<file path="config.mk">
export PLATFORM = sky130hd
export DESIGN_NAME = bmpk_modmul
export DESIGN_NICKNAME = d
export VERILOG_FILES = /design/src/sv/bmpk_pkg.sv /design/src/sv/bmpk_modmul.sv
export SDC_FILE = /design/constraint.sdc
export NUM_CORES = 2
export LEC_CHECK = 0
export BUFFER_PORTS_ARGS = -buffer_cell sky130_fd_sc_hd__buf_2
export CAP_MARGIN = 20
export CORE_ASPECT_RATIO = 0.5
export CORE_MARGIN = 3
export CORE_UTILIZATION = 50
export DETAILED_ROUTE_END_ITERATION = 6
export PLACE_DENSITY_LB_ADDON = 0.08
export SKIP_CTS_REPAIR_TIMING = 1
export SLEW_MARGIN = 10
export SYNTH_ARGS = -nofsm -noshare
export SYNTH_HDL_FRONTEND = slang
export SYNTH_SLANG_ARGS = --single-unit
</file>
<file path="constraint.sdc">
create_clock -name clk -period 20.5 [get_ports clk]
set_input_delay 2.05 -clock clk [delete_from_list [all_inputs] [get_ports clk]]
set_output_delay 2.05 -clock clk [all_outputs]
set_load 0.1 [all_outputs]
</file>
<file path="src/sv/bmpk_pkg.sv">
`timescale 1ns / 1ps
// Shared types and constants for the binomial-mod-prime block.
// No dependencies; imported by bmpk_modmul, binomial_mod_prime_small_k and the testbench.
package bmpk_pkg;

    // Residue width and field widths
    localparam int PW = 30;
    localparam int NW = 31;
    localparam int KW = 7;

    // The prime and Fermat exponent
    localparam logic [PW-1:0] PRIME_P   = 30'd1000000007;
    localparam logic [PW-1:0] P_MINUS_2 = 30'd1000000005;

    // Barrett constant floor(2^60 / P), fits in 31 bits
    localparam logic [63:0] MU_WIDE = (64'd1 << 60) / 64'(PRIME_P);
    localparam logic [30:0] MU      = MU_WIDE[30:0];

    // Modular multiplier request and response
    typedef struct packed {
        logic          start;
        logic [PW-1:0] a;
        logic [PW-1:0] b;
    } mm_req_t;

    typedef struct packed {
        logic          done;
        logic [PW-1:0] value;
    } mm_rsp_t;

endpackage

</file>
<file path="src/sv/bmpk_modmul.sv">
`timescale 1ns / 1ps
// Shared modular multiplier: a*b mod P by Barrett reduction, five pipeline steps.
// Depends on bmpk_pkg. Operands must already be below P.
module bmpk_modmul (
    input  logic              clk,
    input  logic              rst_n,
    input  bmpk_pkg::mm_req_t req,
    output bmpk_pkg::mm_rsp_t rsp
);
    import bmpk_pkg::*;

    logic [3:0]        stage_v_reg;
    logic [2*PW-1:0]   x_reg;
    logic [61:0]       t_reg;
    logic [31:0]       xl1_reg;
    logic [31:0]       xl2_reg;
    logic [31:0]       qp_reg;
    logic [31:0]       r_reg;
    logic              done_reg;
    logic [PW-1:0]     value_reg;

    logic [2*PW-1:0]   prod_w;
    logic [61:0]       t_w;
    logic [60:0]       qp_w;
    logic [31:0]       r_w;
    logic [31:0]       fix_w;

    // Product, quotient estimate, quotient times P, remainder
    assign prod_w = req.a * req.b;
    assign t_w    = x_reg[2*PW-1:29] * MU;
    assign qp_w   = t_reg[61:31] * PRIME_P;
    assign r_w    = xl2_reg - qp_reg;

    // Estimate is at most two short, so remainder is below 3P
    always_comb
    begin
        priority if (r_reg >= 32'(2 * PRIME_P))
            fix_w = r_reg - 32'(2 * PRIME_P);
        else if (r_reg >= 32'(PRIME_P))
            fix_w = r_reg - 32'(PRIME_P);
        else
            fix_w = r_reg;
    end

    // Pipeline control
    always_ff @(posedge clk or negedge rst_n)
    begin
        if (!rst_n)
        begin
            stage_v_reg <= '0;
            done_reg    <= 1'b0;
        end
        else
        begin
            stage_v_reg <= {stage_v_reg[2:0], req.start};
            done_reg    <= stage_v_reg[3];
        end
    end

    // Datapath
    always_ff @(posedge clk)
    begin
        x_reg     <= prod_w;
        t_reg     <= t_w;
        xl1_reg   <= x_reg[31:0];
        xl2_reg   <= xl1_reg;
        qp_reg    <= qp_w[31:0];
        r_reg     <= r_w;
        value_reg <= fix_w[PW-1:0];
    end

    assign rsp.done  = done_reg;
    assign rsp.value = value_reg;

`ifndef SYNTHESIS
    a_res_reduced: assert property (@(posedge clk) disable iff (!rst_n)
        rsp.done |-> (rsp.value < PRIME_P))
        else $error("modmul result not reduced");
    a_no_overlap: assert property (@(posedge clk) disable iff (!rst_n)
        req.start |-> (stage_v_reg == '0 && !done_reg))
        else $error("modmul started while busy");
    a_done_pulse: assert property (@(posedge clk) disable iff (!rst_n)
        rsp.done |=> !rsp.done)
        else $error("modmul done held for more than one cycle");
`endif

endmodule

</file>
After elaboration in Yosys (flattened, before gate mapping). Cells that the tools add are included.

Register bits after elaboration: 282. Bits in latches: 0. RAM bits: 0. Bits in read-only memories: 0. Input port bits: 63. Output and inout port bits: 31. Logic and storage cells: 19. Memories kept: 0.

Add/subtract/negate cells: 3. Multipliers: 3. Divide/modulo/power cells: 0. $lt $le $gt $ge: 2. Equality and inequality tests: 0. Shift operators: 0. Muxes and demuxes: 2. Bitwise gates (word level): 0. Reduce and logical (&&, ||, !) cells: 0.

Operator list (count): $mul 30x30->60 (1); $mux 30 (2); $sub 30x30->30 const B (2); $mul 31x28->59 const B (1); $ge 32x30->1 const B (1); $ge 32x31->1 const B (1); $mul 31x30->32 const B (1); $sub 32x32->32 (1).

Logic depth before layout (Yosys ltp).
Depth in word-level cells: 3. Depth in mapped cells: 29. Depth with buffers taken out: 28.

Least setup slack after synthesis. Ideal clock, no wire load.

Kind: in2reg. Start: in req[3] in the netlist's numbering. End: reg x_reg[44]. Setup time: 0.121 ns. Arrival: 9.012 ns. Data required time: 20.379 ns. Slack: 11.367 ns. Cell stages on the path: 26. Path buffers: 1. Cell sequence: clkbuf_1 and2_1 fa_1 fa_1 fa_1 inv_1 fa_1 inv_1 fa_1 inv_1 fa_1 inv_1 fa_1 inv_1 fa_1 inv_1 ha_1 and3_1 a31o_2 a22o_1 or4b_4 a311o_1 a311oi_4 o21ai_2 a21oi_2 xnor2_1.

Word-level cells in the longest chain between the ends: 1.

RTL lines: start, declared (line bmpk_modmul.sv:7) `input bmpk_pkg::mm_req_t req,`; $mul 30x30->60 (line bmpk_modmul.sv:29) `assign prod_w = req.a * req.b;`; via prod_w[44] (line bmpk_modmul.sv:22) `logic [2*PW-1:0] prod_w;`; end signal, assigned (line bmpk_modmul.sv:63) `x_reg <= prod_w;`; end, declared (line bmpk_modmul.sv:13) `logic [2*PW-1:0] x_reg;`.

The timed path passes the listed nets, and every way through them passes these cells.

Final worst setup path.
Start: in req[16] in the netlist's numbering. End: reg x_reg[56].

Same word-level chain as after synthesis.

==> reports/qor.json <==
{
  "route": {
    "viasPerCell": 5.28,
    "first_pass_iters": 5,
    "drc_errors": 0,
    "wirelength_um": 153000,
    "detail_route.wl_per_cell_um": 20.6,
    "route.antenna.remaining_nets": 0,
    "initialDrtViolationCount": 2459,
    "vias": 39100
  },
  "grt": {
    "grt_pass1_wl_um": 246000,
    "antenna_found_initial": 3,
    "globalRouteOverflowTotal": 0,
    "grt_start_max_net_pins": 34,
    "groute.usage.overall_pct": 26.5,
    "first_global_vias": 43100
  },
  "cts": {
    "cts_buffers": 27,
    "clkLatencyLatePin_ns": 0.57,
    "clk_pin_slew_worst_paths_ns": 0.06,
    "clkSinkCount": 254,
    "cts_htree_levels": 1,
    "cts_tree": "done",
    "root_buffer": "sky130_fd_sc_hd__clkbuf_16",
    "clk_path_buf_depth": 3
  },
  "setup_path": {
    "critical_path.reg2reg.startpoint": "x_reg[39]",
    "critical_path.startpoint_type": "primary input",
    "crit_path_max_fo": 30,
    "ff2ff_path_depth": 20,
    "worst_reg_to_reg_setup_slack_ns": 12.77,
    "cp.required_ns": 20.98,
    "crit_slowest_cell": "sky130_fd_sc_hd__buf_2",
    "slowest_delay_ns": 0.69,
    "worstPathArrival_ns": 10.28,
    "regToRegEndpoint": "t_reg[61]",
    "cp-end-kind": "flop",
    "crit_top_cell": "sky130_fd_sc_hd__fa_1",
    "critPathKind": "in -> reg"
  },
  "synthesis": {
    "synth_compound_gate_area_share_pct": 5.78,
    "synthAdderAreaFrac_pct": 60.0,
    "synth_edf_count": 0,
    "synth-seq-area-share_pct": 8.89,
    "synth_xor_area_share_pct": 2.97,
    "main_combinational_cell_family_by_area_after_synthesis": "adder cells",
    "yosys-mux-area-fraction_pct": 0.0196,
    "synth.ff_latch_count": 254,
    "synth.distinct_cells": 73,
    "synth-main-ff-cell": "sky130_fd_sc_hd__dfxtp_1",
    "synthesized_nets": 8031,
    "synthesis.area_um2": 57500,
    "postSynth.asyncResetShare_pct": 1.97,
    "post_synth_and_or_nand_nor_area_fraction_pct": 11.2,
    "syn_inst": 5948,
    "synth.yosys.warnings": 0,
    "avgSynthCellArea_um2": 9.66
  },
  "timing": {
    "setup-violations-final": 0,
    "setup-tns-final_ns": 0,
    "worst_slew_pin_slew_ns": 0.974,
    "fin_skew_ns": 0.0213,
    "max_freq_ghz": 0.102,
    "final_period_minus_worst_setup_slack_ns": 9.80,
    "final_min_period_over_clock_period_pct": 47.8,
    "rsz_0062_raised_after_global_routing": "no",
    "hold_viol": 0,
    "final-max-slew-violation-count": 0,
    "relSlewSlack_pct": 35.0
  },
  "worst_hold_path": {
    "holdCritPathClass": "reg -> reg",
    "worst_hold_path.num_cells": 0,
    "min_delay_worst_endpoint": "xl2_reg[28]",
    "hold_path_startpoint": "xl1_reg[28]"
  },
  "die": {
    "io_pins": 94,
    "fp.coreArea_um2": 113000,
    "die_area_um2": 119000,
    "die_height_um": 246,
    "start_util_pct": 50.7,
    "die_width_um": 485,
    "row_count": 87
  },
  "place": {
    "portBuffers": 93,
    "place.gp.congestion": 0.920,
    "dpl.hpwl_um": 122000
  },
  "finish": {
    "area_delta_synth_final_pct": 4.60,
    "nNetsFinal": 7960,
    "number_of_flip_flops_under_the_largest_register_name": 60,
    "layout-drive-gt1-share_pct": 3.02
  },
  "flow_run": {
    "maxCapViolCount": 0
  },
  "run_status": {
    "run_status": "complete, no violations"
  }
}
cells in the mapped netlist, drive strengths merged, types with 22 or more instances:
cell type | number | area share, %
and2 | 533 | 5.8
a21oi | 156 | 1.4
dfxtp | 249 | 8.7
nor3 | 23 | 0.20
xor2 | 56 | 0.85
o21a | 22 | 0.29
o21ai | 96 | 0.85
fa | 1224 | 43
xnor2 | 139 | 2.1
ha | 796 | 17
a31oi | 22 | 0.24
o21bai | 26 | 0.34
clkbuf | 204 | 1.3
nand3 | 37 | 0.32
and3 | 26 | 0.28
nand2 | 448 | 2.9
a21o | 75 | 0.98
inv | 1504 | 9.8
nor2 | 104 | 0.68
metrics by stage:
step / hold slack [ns] / util, % / area [um^2] / std cells / setup WS (ns)
after detailed placement: 0.312 / 52.2 / 59200 / 7359 / 10.20
after global routing: 0.321 / 53.1 / 60100 / 7409 / 10.38
final: 0.313 / 53.1 / 60100 / 7409 / 10.70
after CTS: 0.319 / 53.0 / 60100 / 7406 / 10.80
after global placement: 0.310 / 52.2 / 59200 / 7359 / 10.42
after floorplan: 0.310 / - / 57500 / 5948 / 11.37
worst max-delay path by stage:
stage               startpoint        end  slack (ns)  depth (start not counted)
floorplan               req[3]  x_reg[44]       11.37                         26
global placement       req[38]  x_reg[56]       10.42                         27
detailed placement     req[16]  x_reg[56]       10.20                         25
CTS                    req[51]  x_reg[56]       10.80                         24
global route           req[15]  x_reg[56]       10.38                         24
finish                 req[16]  x_reg[56]       10.70                         25
routing by layer:
| metal | global-route usage (%) | routed length, um |
|---|---|---|
| met1 | 38.8 | 71000 |
| met2 | 42.3 | 68400 |
| met3 | 4.39 | 10700 |
| met4 | 3.89 | 2440 |
| met5 | 0 | 13 |
critical path, delay by kind of cell:
| kind | cells | cell delay (ns) |
|---|---|---|
| compound gates | 8 | 1.89 |
| simple gates | 3 | 1.01 |
| buf+inv | 5 | 1.03 |
| fa+ha+maj | 9 | 4.24 |
cells by family after synthesis:
kind of cell    Yosys count
simple gates           1254
buf+inv                1714
compound gates          510
mux                       1
flops                   254
fa+ha+maj              2020
xor+xnor                195
cell usage in the layout (no fill, tap or decap), types with 23 or more instances in the layout:
cell / count
sky130_fd_sc_hd__fa_1: 1224
sky130_fd_sc_hd__and3_1: 26
sky130_fd_sc_hd__inv_1: 1504
sky130_fd_sc_hd__and2_1: 533
sky130_fd_sc_hd__xor2_1: 56
sky130_fd_sc_hd__ha_1: 796
sky130_fd_sc_hd__nand2_1: 448
sky130_fd_sc_hd__nand3_1: 37
sky130_fd_sc_hd__o21ai_0: 91
sky130_fd_sc_hd__nor3_1: 23
sky130_fd_sc_hd__xnor2_1: 139
sky130_fd_sc_hd__clkbuf_16: 27
sky130_fd_sc_hd__dfxtp_1: 249
sky130_fd_sc_hd__o21bai_1: 26
sky130_fd_sc_hd__buf_2: 93
sky130_fd_sc_hd__nor2_1: 104
sky130_fd_sc_hd__a21oi_1: 155
sky130_fd_sc_hd__a21o_1: 75
layout make-up:
| cell class | instances | area, um^2 |
|---|---|---|
| Tap cell | 1513 | 1890 |
| Fill cell | 10500 | 53200 |
| Antenna cell | 1 | 2.50 |
| Sequential cell | 254 | 5110 |
| Inverter | 1504 | 5650 |
| Clock buffer | 35 | 766 |
| Multi-Input combinational cell | 3980 | 45900 |
| Clock inverter | 12 | 176 |
| Timing Repair Buffer | 110 | 598 |
Power is left out: the tool's default activity adds up to more than one toggle a clock period on the data nets, which glitch-free logic cannot reach.
